[config.mk]
export PLATFORM = sky130hd
export DESIGN_NAME = msp_ctrl
export DESIGN_NICKNAME = d
export VERILOG_FILES = /design/src/named_multi_stack_pool_macros.svh /design/src/msp_pkg.sv /design/src/msp_ctrl.sv
export SDC_FILE = /design/constraint.sdc
export NUM_CORES = 1
export LEC_CHECK = 0
export ABC_AREA = 1
export BUFFER_PORTS_ARGS = -buffer_cell sky130_fd_sc_hd__buf_2
export CORE_AREA = 2 2 39 41
export DETAILED_ROUTE_END_ITERATION = 6
export DIE_AREA = 0 0 41 43
export MAX_ROUTING_LAYER = met4
export PLACE_DENSITY = 0.69
export SKIP_CTS_REPAIR_TIMING = 1
export SLEW_MARGIN = 10
export SYNTH_ARGS = -nofsm -noshare
export SYNTH_HDL_FRONTEND = slang
export SYNTH_SLANG_ARGS = --single-unit
[constraint.sdc]
create_clock -name clk_i -period 3.88 [get_ports clk_i]
set_clock_uncertainty 0.15 [all_clocks]
set_input_delay 0.388 -clock clk_i [delete_from_list [all_inputs] [get_ports clk_i]]
set_output_delay 0.388 -clock clk_i [all_outputs]
set_load 0.02 [all_outputs]
[src/named_multi_stack_pool_macros.svh]
// Assertion macros shared by the named stack pool RTL.
// No dependencies; include with the bare file name.
`ifndef NAMED_MULTI_STACK_POOL_MACROS_SVH
`define NAMED_MULTI_STACK_POOL_MACROS_SVH

// Condition holds at every clock edge out of reset.
`define MSP_ASSERT(lbl, clk, rstn, cond, msg) \
  lbl: assert property (@(posedge clk) disable iff (!rstn) (cond)) \
    else $error(msg);

// Antecedent implies consequent in the same cycle.
`define MSP_ASSERT_IMP(lbl, clk, rstn, ante, cons, msg) \
  lbl: assert property (@(posedge clk) disable iff (!rstn) (ante) |-> (cons)) \
    else $error(msg);

// Antecedent implies consequent in the next cycle.
`define MSP_ASSERT_NXT(lbl, clk, rstn, ante, cons, msg) \
  lbl: assert property (@(posedge clk) disable iff (!rstn) (ante) |=> (cons)) \
    else $error(msg);

`endif

[src/msp_pkg.sv]
// Shared types and constants for the named stack pool.
// No dependencies.
package msp_pkg;

  // Fixed port field widths
  localparam int OP_W     = 2;
  localparam int TAG_W    = 64;
  localparam int WORD_W   = 64;
  localparam int STATUS_W = 3;

  // Parameter defaults
  localparam int DEF_MAX_STACKS = 16;
  localparam int DEF_POOL_DEPTH = 64;
  localparam int DEF_ITEM_WIDTH = 64;
  localparam int DEF_NAME_WIDTH = 64;

  typedef enum logic [OP_W-1:0] {
    OP_CREATE = 2'd0,
    OP_PUSH   = 2'd1,
    OP_POP    = 2'd2,
    OP_LIST   = 2'd3
  } op_e;

  typedef enum logic [STATUS_W-1:0] {
    ST_OK_ITEM = 3'd0,
    ST_OK_NONE = 3'd1,
    ST_EMPTY   = 3'd2,
    ST_UNKNOWN = 3'd3,
    ST_FULL    = 3'd4
  } status_e;

  // Controller to datapath commands
  typedef struct packed {
    logic    load_req;
    logic    find;
    logic    create;
    logic    push;
    logic    list_start;
    logic    pop;
    logic    list_emit;
    logic    emit_err;
    status_e err_status;
  } cmd_t;

  // Datapath to controller status
  typedef struct packed {
    op_e  op;
    logic found;
    logic top_null;
    logic walk_last;
    logic out_free;
  } stat_t;

endpackage

[src/msp_ctrl.sv]
// Controller of the named stack pool: sequences lookup, update and list walk.
// Depends on msp_pkg.
module msp_ctrl import msp_pkg::*; (
  input  logic  clk_i,
  input  logic  rst_ni,
  input  logic  req_valid_i,
  output logic  req_ready_o,
  input  stat_t stat_i,
  output cmd_t  cmd_o
);

  typedef enum logic [4:0] {
    S_IDLE  = 5'b00001,
    S_MATCH = 5'b00010,
    S_FIND  = 5'b00100,
    S_TOP   = 5'b01000,
    S_READ  = 5'b10000
  } state_e;

  state_e state_q, state_d;

  // Next state and commands
  always_comb begin
    state_d          = state_q;
    cmd_o            = '0;
    cmd_o.err_status = ST_OK_ITEM;
    req_ready_o      = 1'b0;
    unique case (state_q)
      S_IDLE: begin
        req_ready_o = 1'b1;
        if (req_valid_i) begin
          cmd_o.load_req = 1'b1;
          state_d        = S_MATCH;
        end
      end
      S_MATCH: begin
        // compare registers this cycle; create needs no lookup
        if (stat_i.op != OP_CREATE) begin
          state_d = S_FIND;
        end else if (stat_i.out_free) begin
          cmd_o.create = 1'b1;
          state_d      = S_IDLE;
        end
      end
      S_FIND: begin
        if (stat_i.found) begin
          cmd_o.find = 1'b1;
          state_d    = S_TOP;
        end else if (stat_i.out_free) begin
          cmd_o.emit_err   = 1'b1;
          cmd_o.err_status = ST_UNKNOWN;
          state_d          = S_IDLE;
        end
      end
      S_TOP: begin
        if (stat_i.op == OP_PUSH) begin
          if (stat_i.out_free) begin
            cmd_o.push = 1'b1;
            state_d    = S_IDLE;
          end
        end else if (!stat_i.top_null) begin
          cmd_o.list_start = 1'b1;
          state_d          = S_READ;
        end else if (stat_i.out_free) begin
          cmd_o.emit_err   = 1'b1;
          cmd_o.err_status = ST_EMPTY;
          state_d          = S_IDLE;
        end
      end
      S_READ: begin
        if (stat_i.out_free) begin
          if (stat_i.op == OP_POP) begin
            cmd_o.pop = 1'b1;
            state_d   = S_IDLE;
          end else begin
            cmd_o.list_emit = 1'b1;
            if (stat_i.walk_last) begin
              state_d = S_IDLE;
            end
          end
        end
      end
      default: begin
        state_d = S_IDLE;
      end
    endcase
  end

  always_ff @(posedge clk_i or negedge rst_ni) begin
    if (!rst_ni) begin
      state_q <= S_IDLE;
    end else begin
      state_q <= state_d;
    end
  end

endmodule

==> reports/summary.txt, run 1 <==
Top flop regs - state_q: 5 flops
Worst Path Buf+Inv - 3
Ys async rst share - 1.000
I/O Buffers - 19
Max_cap viols - 0
Reg2reg path depth - 8
Hold-critical path depth - 2
Slew Limit Fails - 0
Final net count - 115
Switch Pwr - 0.1611 mW
Synth-to-layout area growth - 25.65%
Clock power frac - 0.177
Layout cells sized above 1 - 0.3905
Mapped Area - 531.8 µm²
Mapped Nets - 92
DRC - 0
Synthesized flop and latch total - 5
DP Wirelength - 979.8 µm
# IOs - 21
Prevailing post-synth register cell - dfrtp_1
Maximum root-to-sink buffer count - 2
RD Place Congestion - 0.9073
Iteration-0 DRC Markers - 4
CP peak stage delay - 0.44 ns
Crit Path Max Fanout - 5
Reg-to-reg slack, setup - 2.44 ns
ANT cells - 0
Yosys top cell area share - 0.1882
Total die area - 1763 µm²
Critical Path Slowest Stage Cell - dfrtp_1
Worst Hold Class - primary input to register
Post-synth top area cell - dfrtp_1
Top delay family on crit path - flip-flops
Sw Ratio - 0.4831
DRT Wirelength - 1163 µm
Internal power - 0.1724 mW
Htree depth - 1
Cells after DPL - 116
Pin count of the biggest net entering global routing - 8
Overflow after GRT - 0
Row count - 14
Mapped Avg Cell Area - 6.407 µm²
Outcome - completed
Post-route minimum period - 1.972 ns
Synth Instances - 83
Via count - 566
Register area share after synthesis - 0.2376
Post-DRT Antenna Nets - 0
First-pass GRT wire length - 2001 µm
CP most frequent cell - nor2_4
WP depth - 6
CORE AREA - 1384 µm²
CTS root buf - clkbuf_4
Chip height - 43 µm
Total power - 0.3335 mW
CP arrival - 1.43 ns
Die width - 41 µm
Critical Path Start Type - register
Non-Filler Instances - 121
Distinct cells, synth - 23
Setup CP Type - register to primary output
Final Hold Fails - 0
CTS tree - yes
Yosys warns - 0
Vias/cell - 4.678
Dpl cell area - 631.9 µm²
Layout Utilization - 0.4828
Worst-path clk slew - 0.04 ns
CTS sink cnt - 5
Post-synth EDFFs - 0
Tcrit/Tclk final - 0.5084
Crit. End Element - primary output
Logic pwr share - 0.544
CP required - 3.34 ns
Drt pass-1 iters - 4
Cell Pwr Density - 499.1 nW/µm²
Synth top area cells - dfrtp_1 (19%), nand2_1 (12%), nor2_1 (9.2%)
Drt wl/cell - 9.612 µm
Final Instance Area - 668.1 µm²
Initial antenna violation count - 0
Most flop-heavy register - state_q
F_max - 0.5070 GHz
Gr usage total - 0.1736
Max reg flops - 5
RSZ-0062 raised after global routing - no
Peak supply drop - 0.3924 mV
Sequential power share - 0.280
Setup violations, final - 0
TNS Setup - 0 ns
Number of global-route vias before repair - 534
Filler Cell Count - 144
CTS Buf Count - 3
Commonest cells in the netlist - nand2_1 (17), nor2_1 (13), inv_1 (12)
Count leader, synth - nand2_1
Critical-path cell list - nor2_4, inv_2, nor2_4, inv_1, nor3_1, buf_2
Leak pwr - 0.3750 nW
Starting Density - 0.3843
Clk_lat worst skew - 0.24 ns
power by group through the flow:
stage               combinational, mW  sequential [mW]  clock (mW)
floorplan                       0.142           0.0907           0
global placement                0.178           0.0928           0
detailed placement              0.180           0.0936           0
CTS                             0.181           0.0930      0.0622
global route                    0.200           0.0954      0.0681
finish                          0.181           0.0933      0.0589
worst reg2reg max path, delay by kind of cell (launching register included):
kind	cells	cell delay, ns
simple gates	5	0.39
flops	1	0.57
buf+inv	2	0.16
compound gates	1	0.10
cell type report:
class	instances	area (µm²)	share of cell area
clock buffers	4	26.28	0.03933
well taps	16	20.02	0.02996
flip-flops and latches	5	126.4	0.1891
multi-input cells	60	330.3	0.4944
inverters	16	60.06	0.08989
repair buffers	20	105.1	0.1573
cell usage in the layout, fill, tap and decap left out, types with 2 or more instances in the layout:
master	instances
nor2_1	13
buf_2	19
clkbuf_4	3
inv_1	12
nand2_2	4
inv_2	4
nand3_1	5
nor2_4	3
nor2_2	2
nor3_1	3
nand2_1	17
a21oi_1	2
nand3_2	2
dfrtp_1	4
worst paths after layout:
path / startpoint / end
setup / recovery: state_q[1]$_DFFE_PN0P_ / cmd_o[5]
min in group asynchronous: rst_ni / state_q[4]$_DFFE_PN0P_
setup reg to reg: state_q[0]$_DFFE_PN1P_ / state_q[0]$_DFFE_PN1P_
hold reg to reg: state_q[2]$_DFFE_PN0P_ / state_q[2]$_DFFE_PN0P_
hold / removal: stat_i[3] / state_q[2]$_DFFE_PN0P_
max in group asynchronous: rst_ni / state_q[0]$_DFFE_PN1P_
routing by layer:
| metal | vias up | share of wire | global-route usage |
|---|---|---|---|
| met5 | - | 0 | - |
| li1 | 302 | - | - |
| met1 | 252 | 0.44 | 0.1922 |
| met4 | 0 | 0 | 0.1133 |
| met2 | 12 | 0.53 | 0.2688 |
| met3 | 0 | 0.033 | 0.03141 |
per-stage QoR:
stage | hold WS (ns) | setup WS, ns
2_1_floorplan | -0.05759 | 1.945
3_3_place_gp | 0.05394 | 2.179
3_5_place_dp | 0.05401 | 2.154
4_1_cts | -0.2085 | 1.887
5_1_grt | 0.2186 | 1.730
6_report | 0.2222 | 1.908
logic make-up (layout without fill, tap and decap cells):
group                  Yosys count  after routing  synth area share
other                            1              1          0.007052
flip-flops                       5              5            0.2377
buffers and inverters           18             40            0.1412
AO/OA/AOI/OAI                    7              7            0.1012
AND/OR/NAND/NOR                 52             52            0.5129
(Power assumes the default switching activity.)
==> run 2: changes to the inputs <==
--- a/config.mk
+++ b/config.mk
@@ -5,7 +5,7 @@
 export SDC_FILE = /design/constraint.sdc
 export NUM_CORES = 1
 export LEC_CHECK = 0
-export ABC_AREA = 1
+export ABC_AREA = 0
 export BUFFER_PORTS_ARGS = -buffer_cell sky130_fd_sc_hd__buf_2
 export CORE_AREA = 2 2 39 41
 export DETAILED_ROUTE_END_ITERATION = 6
==> constraint.sdc (replaced) <==
create_clock -name clk_i -period 1.9 [get_ports clk_i]
set_clock_uncertainty 0.15 [all_clocks]
set_input_delay 0.19 -clock clk_i [delete_from_list [all_inputs] [get_ports clk_i]]
set_output_delay 0.19 -clock clk_i [all_outputs]
set_load 0.02 [all_outputs]
==> reports/summary.txt, run 2 <==
CTS tree - yes (unchanged)
Setup violations, final - 8 (was 0)
Slew Limit Fails - 0 (unchanged)
CP arrival - 1.79 ns (was 1.43 ns)
Critical R2R Capture - state_q[0]$_DFFE_PN1P_ (unchanged)
Hold slack - 0.08600 ns (was 0.2222 ns)
Final net count - 99 (was 115)
Most frequent cells in the layout - buf_2 (10), buf_4 (9), buf_6 (7) (was buf_2 (19), nand2_1 (17), nor2_1 (13))
Gr usage total - 0.1644 (was 0.1736)
Mapped Avg Cell Area - 8.407 µm² (was 6.407 µm²)
Post-synth top area cell - dfrtp_1 (unchanged)
Tcrit/Tclk final - 1.119
Cell Pwr Density - 975.2 nW/µm² (was 499.1 nW/µm²)
R2r startpoint - state_q[0]$_DFFE_PN1P_ (unchanged)
Distinct cells, synth - 39 (was 23)
Synthesized flop and latch total - 5 (unchanged)
Layout cells sized above 1 - 0.4831 (was 0.3905)
Top layer in use - met4 (was met3)
Switch Pwr - 0.3063 mW (was 0.1611 mW)
Clk_lat worst skew - 0.24 ns (about the same)
F_max - 0.4705 GHz
Clock power frac - 0.160 (was 0.177)
RD Place Congestion - 0.8012 (was 0.9073)
Reg2reg path depth - 5 (was 8)
CORE AREA - 1384 µm² (unchanged)
Synth Area in Simple Gates - 0.4465 (was 0.5129)
ANT cells - 0 (unchanged)
Vias/cell - 5.190 (was 4.678)
CP required - 1.56 ns (was 3.34 ns)
Drt wl/cell - 12.33 µm (was 9.612 µm)
Critical Path Start Type - register (unchanged)
Sw Ratio - 0.3978 (was 0.4831)
Overflow after GRT - 0 (unchanged)
Register area share after synthesis - 0.2349 (was 0.2376)
Worst Hold Class - primary input to register (unchanged)
Main combinational cell family by area after synthesis - simple AND/OR/NAND/NOR gates (unchanged)
Mux share of post-synthesis cell area - 0 (unchanged)
Internal power - 0.4637 mW (was 0.1724 mW)
I/O Buffers - 19 (unchanged)
Iteration-0 DRC Markers - 12 (was 4)
DRT Wirelength - 1295 µm (was 1163 µm)
TNS Setup - -0.9099 ns (was 0 ns)
Synth-to-layout area growth - 46.74% (was 25.65%)
Final Hold Fails - 0 (unchanged)
Detail Route met2 WL - 626 µm (was 618 µm)
Synth Instances - 64 (was 83)
Setup CP Type - register to primary output (unchanged)
Mapped Nets - 73 (was 92)
Area share of xor/xnor cells in the synthesized design - 0.01628 (was 0)
Synthesized-area fraction occupied by adder cells - 0 (unchanged)
Crit. End Element - primary output (unchanged)
Wl on met1 - 602 µm (was 506 µm)
Non-Filler Instances - 105 (was 121)
Most common cell after layout, fill and taps aside - buf_2 (unchanged)
Outcome - finished, violations left (was completed)
Synth top area cells - dfrtp_1 (19%), dfstp_2 (4.9%), nand2b_1 (4.7%) (was dfrtp_1 (19%), nand2_1 (12%), nor2_1 (9.2%))
Filler Cell Count - 128 (was 144)
Post-synthesis compound-gate area fraction - 0.2070 (was 0.1012)
Max_cap viols - 0 (unchanged)
Setup ws final - -0.2254 ns (was 1.908 ns)
Failing checks - setup timing
Peak supply drop - 0.7776 mV (was 0.3924 mV)
Sequential power share - 0.233 (was 0.280)
Starting Density - 0.3888 (was 0.3843)
DRC - 0 (unchanged)
Chip height - 43 µm (unchanged)
Most flop-heavy register - state_q (unchanged)
CTS sink cnt - 5 (unchanged)
# IOs - 21 (unchanged)
Ys async rst share - 1.000 (unchanged)
Crit Path Max Fanout - 2 (was 5)
Commonest cells in the netlist - nor2_1 (6), dfrtp_1 (4), nand2b_1 (4), nor2b_1 (4), and2_1 (3) (was nand2_1 (17), nor2_1 (13), inv_1 (12))
Count leader, synth - nor2_1 (was nand2_1)
CTS Buf Count - 3 (unchanged)
Crit path to - cmd_o[8] (was cmd_o[5])
Maximum root-to-sink buffer count - 2 (unchanged)
Yosys warns - 0 (unchanged)
Die width - 41 µm (unchanged)
CTS root buf - clkbuf_4 (unchanged)
RSZ-0062 raised after global routing - yes (was no)
Mapped Area - 538.0 µm² (was 531.8 µm²)
Drt pass-1 iters - 4 (unchanged)
Max reg flops - 5 (unchanged)
Via count - 545 (was 566)
Top flop regs - state_q: 5 flops (unchanged)
Total die area - 1763 µm² (unchanged)
Reg-to-reg slack, setup - 0.15 ns (was 2.44 ns)
Leak pwr - 0.3654 nW (was 0.3750 nW)
Layout Utilization - 0.5705 (was 0.4828)
Post-synth EDFFs - 0 (unchanged)
Logic pwr share - 0.608 (was 0.544)
Yosys top cell area share - 0.1860 (was 0.1882)
Post-route minimum period - 2.125 ns
Htree depth - 1 (unchanged)
DP Wirelength - 966.8 µm (was 979.8 µm)
Cells after DPL - 99 (was 116)
Post-DRT Antenna Nets - 0 (unchanged)
Number of global-route vias before repair - 461 (was 534)
Critical Path Source - state_q[2]$_DFFE_PN0P_ (was state_q[1]$_DFFE_PN0P_)
Row count - 14 (unchanged)
First-pass GRT wire length - 1918 µm (was 2001 µm)
Worst-path clk slew - 0.04 ns (about the same)
Met3 wire length - 41 µm (was 38 µm)
Pin count of the biggest net entering global routing - 11 (was 8)
Initial antenna violation count - 0 (unchanged)
Prevailing post-synth register cell - dfrtp_1 (unchanged)
-- run 2: worst min-delay path by stage --
stage / start / endpoint / slack [ns] / cells past startpoint
floorplan: rst_ni / state_q[1]$_DFFE_PN0P_ / -0.26 / 0
global placement: rst_ni / state_q[1]$_DFFE_PN0P_ / -0.15 / 1
detailed placement: rst_ni / state_q[1]$_DFFE_PN0P_ / -0.14 / 1
CTS: rst_ni / state_q[4]$_DFFE_PN0P_ / -0.40 / 1
global route: stat_i[2] / state_q[4]$_DFFE_PN0P_ / 0.12 / 2
finish: stat_i[2] / state_q[4]$_DFFE_PN0P_ / 0.09 / 2
-- run 2: cell families after synthesis --
family / Yosys count
compound gates: 14
xor+xnor: 1
buf+inv: 8
flops: 5
other cells: 1
simple gates: 35
-- run 2: layout make-up --
type                            instances  area [µm²]  share of cell area
Multi-Input combinational cell         51       402.9              0.5103
Timing Repair Buffer                   27       206.4              0.2615
Sequential cell                         5       126.4              0.1601
Clock buffer                            4       26.28             0.03328
Inverter                                2       7.507            0.009509
Tap cell                               16       20.02             0.02536
-- run 2: power groups by stage --
stage	Sequential, mW	Clock [mW]	Combinational (mW)
floorplan	0.155	0	0.306
detailed placement	0.180	0	0.391
global route	0.186	0.130	0.504
finish	0.179	0.123	0.468
global placement	0.179	0	0.388
CTS	0.179	0.126	0.394
-- run 2: routing by layer --
metal	vias to the layer above	GRT usage
li1	283	-
met3	2	0
met5	-	-
met4	0	0.08000
met1	246	0.2353
met2	14	0.2344
-- run 2: worst max-delay path, cell delays in order (launching register included) --
cell	delay, ns
dfrtp_1	0.37
or3_4	0.39
or3b_4	0.40
nor4b_4	0.21
buf_4	0.18
-- run 2: metrics by stage --
stage | instance area, µm² | worst slack (ns) | total power, mW
finish | 789.5 | -0.2254 | 0.7699
global route | 789.5 | -0.2758 | 0.8201
CTS | 706.9 | -0.2475 | 0.6987
detailed placement | 680.7 | 0.01755 | 0.5713
global placement | 680.7 | 0.04346 | 0.5669
floorplan | 560.5 | -0.05249 | 0.4611
==> run 3: changes to the inputs <==
--- a/config.mk
+++ b/config.mk
@@ -12,6 +12,7 @@
 export DIE_AREA = 0 0 41 43
 export MAX_ROUTING_LAYER = met4
 export PLACE_DENSITY = 0.69
+export SETUP_SLACK_MARGIN = 0.15
 export SKIP_CTS_REPAIR_TIMING = 1
 export SLEW_MARGIN = 10
 export SYNTH_ARGS = -nofsm -noshare
==> reports/summary.txt, run 3 (synthesis results as in run 2) <==
Crit Path Max Fanout - 2 (unchanged)
Worst Hold Class - primary input to register (unchanged)
Outcome - finished, violations left (unchanged)
Gr usage total - 0.1915 (was 0.1644)
Layout cells sized above 1 - 0.6082 (was 0.4831)
Switch Pwr - 0.3467 mW (was 0.3063 mW)
Die width - 41 µm (unchanged)
Cells after DPL - 99 (unchanged)
Reg2reg path depth - 5 (unchanged)
Hold slack - 0.1204 ns (was 0.08600 ns)
Row count - 14 (unchanged)
Pin count of the biggest net entering global routing - 11 (unchanged)
Final Hold Fails - 0 (unchanged)
Clk_lat worst skew - 0.23 ns (was 0.24 ns)
Post-DRT Antenna Nets - 0 (unchanged)
Slew Limit Fails - 0 (unchanged)
RD Place Congestion - 0.7549 (was 0.8012)
Hold-critical path depth - 4 (was 2)
Drt pass-1 iters - 4 (unchanged)
DRT Wirelength - 1606 µm (was 1295 µm)
Vias/cell - 5.372 (was 5.190)
CP peak stage delay - 0.40 ns (about the same)
Peak supply drop - 0.7473 mV (was 0.7776 mV)
Crit. End Element - primary output (unchanged)
Sequential power share - 0.190 (was 0.233)
Most common cell after layout, fill and taps aside - buf_4 (was buf_2)
Starting Density - 0.3888 (unchanged)
CP required - 1.56 ns (about the same)
Most frequent cells in the layout - buf_4 (19), buf_2 (8), buf_6 (7) (was buf_2 (10), buf_4 (9), buf_6 (7))
Worst-path clk slew - 0.04 ns (about the same)
Initial antenna violation count - 0 (unchanged)
Tcrit/Tclk final - 1.121 (was 1.119)
I/O Buffers - 19 (unchanged)
Clock power frac - 0.132 (was 0.160)
Setup ws final - -0.2292 ns (was -0.2254 ns)
Synth-to-layout area growth - 70.00% (was 46.74%)
DP Wirelength - 1065 µm (was 966.8 µm)
Overflow after GRT - 0 (unchanged)
ANT cells - 0 (unchanged)
Number of global-route vias before repair - 523 (was 461)
Via count - 607 (was 545)
CTS sink cnt - 5 (unchanged)
Post-route minimum period - 2.129 ns (was 2.125 ns)
Max reg flops - 5 (unchanged)
Setup CP Type - register to primary output (unchanged)
Critical Path Slowest Stage Cell - or3_4 (was or3b_4)
Total power - 0.8925 mW (was 0.7699 mW)
Drt wl/cell - 14.21 µm (was 12.33 µm)
CTS tree - yes (unchanged)
DRC - 0 (unchanged)
Sw Ratio - 0.3884 (was 0.3978)
Critical Path Start Type - register (unchanged)
Total die area - 1763 µm² (unchanged)
Max_cap viols - 0 (unchanged)
CTS Buf Count - 3 (unchanged)
Top flop regs - state_q: 5 flops (unchanged)
RSZ-0062 raised after global routing - yes (unchanged)
CTS root buf - clkbuf_4 (unchanged)
Internal power - 0.5458 mW (was 0.4637 mW)
# IOs - 21 (unchanged)
Chip height - 43 µm (unchanged)
Maximum root-to-sink buffer count - 2 (unchanged)
Logic pwr share - 0.678 (was 0.608)
Failing checks - setup timing (unchanged)
Cell Pwr Density - 975.8 nW/µm² (was 975.2 nW/µm²)
Iteration-0 DRC Markers - 9 (was 12)
CP arrival - 1.79 ns (about the same)
CORE AREA - 1384 µm² (unchanged)
F_max - 0.4697 GHz (was 0.4705 GHz)
Final net count - 107 (was 99)
First-pass GRT wire length - 2228 µm (was 1918 µm)
Non-Filler Instances - 113 (was 105)
Leak pwr - 0.4177 nW (was 0.3654 nW)
Setup violations, final - 7 (was 8)
Most flop-heavy register - state_q (unchanged)
Critical-path cell list - or3_4, or3b_4, nor4b_4, buf_4 (unchanged)
Htree depth - 1 (unchanged)
-- run 3: metal layers --
layer,vias up,part of all wire,GRT usage
met4,0,0.011,0.1000
met5,-,0,-
li1,294,-,-
met1,294,0.38,0.2656
met2,17,0.56,0.2781
met3,2,0.048,0
-- run 3: final cells by class --
| cell class | instances | area, µm² |
|---|---|---|
| flip-flops and latches | 5 | 126.4 |
| well taps | 16 | 20.02 |
| repair buffers | 35 | 271.5 |
| fillers | 119 | 469.2 |
| inverters | 2 | 7.507 |
| multi-input cells | 51 | 462.9 |
| clock buffers | 4 | 26.28 |
-- run 3: power by group through the flow --
stage          logic (mW)  registers, mW  clock network [mW]
2_1_floorplan       0.312          0.155                   0
3_3_place_gp        0.398          0.176                   0
3_5_place_dp        0.401          0.179                   0
4_1_cts             0.404          0.178               0.125
5_1_grt             0.646          0.173               0.128
6_report            0.605          0.170               0.118
-- run 3: worst paths after layout --
path                                             start                endpoint  slack, ns
worst min register to register  state_q[1]$_DFFE_PN0P_  state_q[1]$_DFFE_PN0P_       0.47
worst min-delay path                       req_valid_i  state_q[0]$_DFFE_PN1P_       0.12
max in group asynchronous                       rst_ni  state_q[0]$_DFFE_PN1P_       1.24
min in group asynchronous                       rst_ni  state_q[1]$_DFFE_PN0P_       0.15
worst max-delay path            state_q[2]$_DFFE_PN0P_                cmd_o[8]      -0.23
worst max register to register  state_q[4]$_DFFE_PN0P_  state_q[3]$_DFFE_PN0P_       0.08
-- run 3: per-stage QoR --
stage                     setup WS, ns  setup TNS [ns]  utilization  cell area [µm²]
after floorplan               -0.05247        -0.09668            -            568.0
after global placement         0.04363               0       0.4973            688.2
after detailed placement    -0.0005457      -0.0005457       0.4973            688.2
after CTS                      -0.2612          -1.135       0.5163            714.4
after global routing           -0.2877          -1.249       0.6609            914.6
final                          -0.2292         -0.7381       0.6609            914.6
-- run 3: critical path, delay by kind of cell (launching register included) --
kind                   cells  cell delay (ns)
buffers and inverters      1             0.17
DFF                        1             0.38
and+or+nand+nor            3             1.01
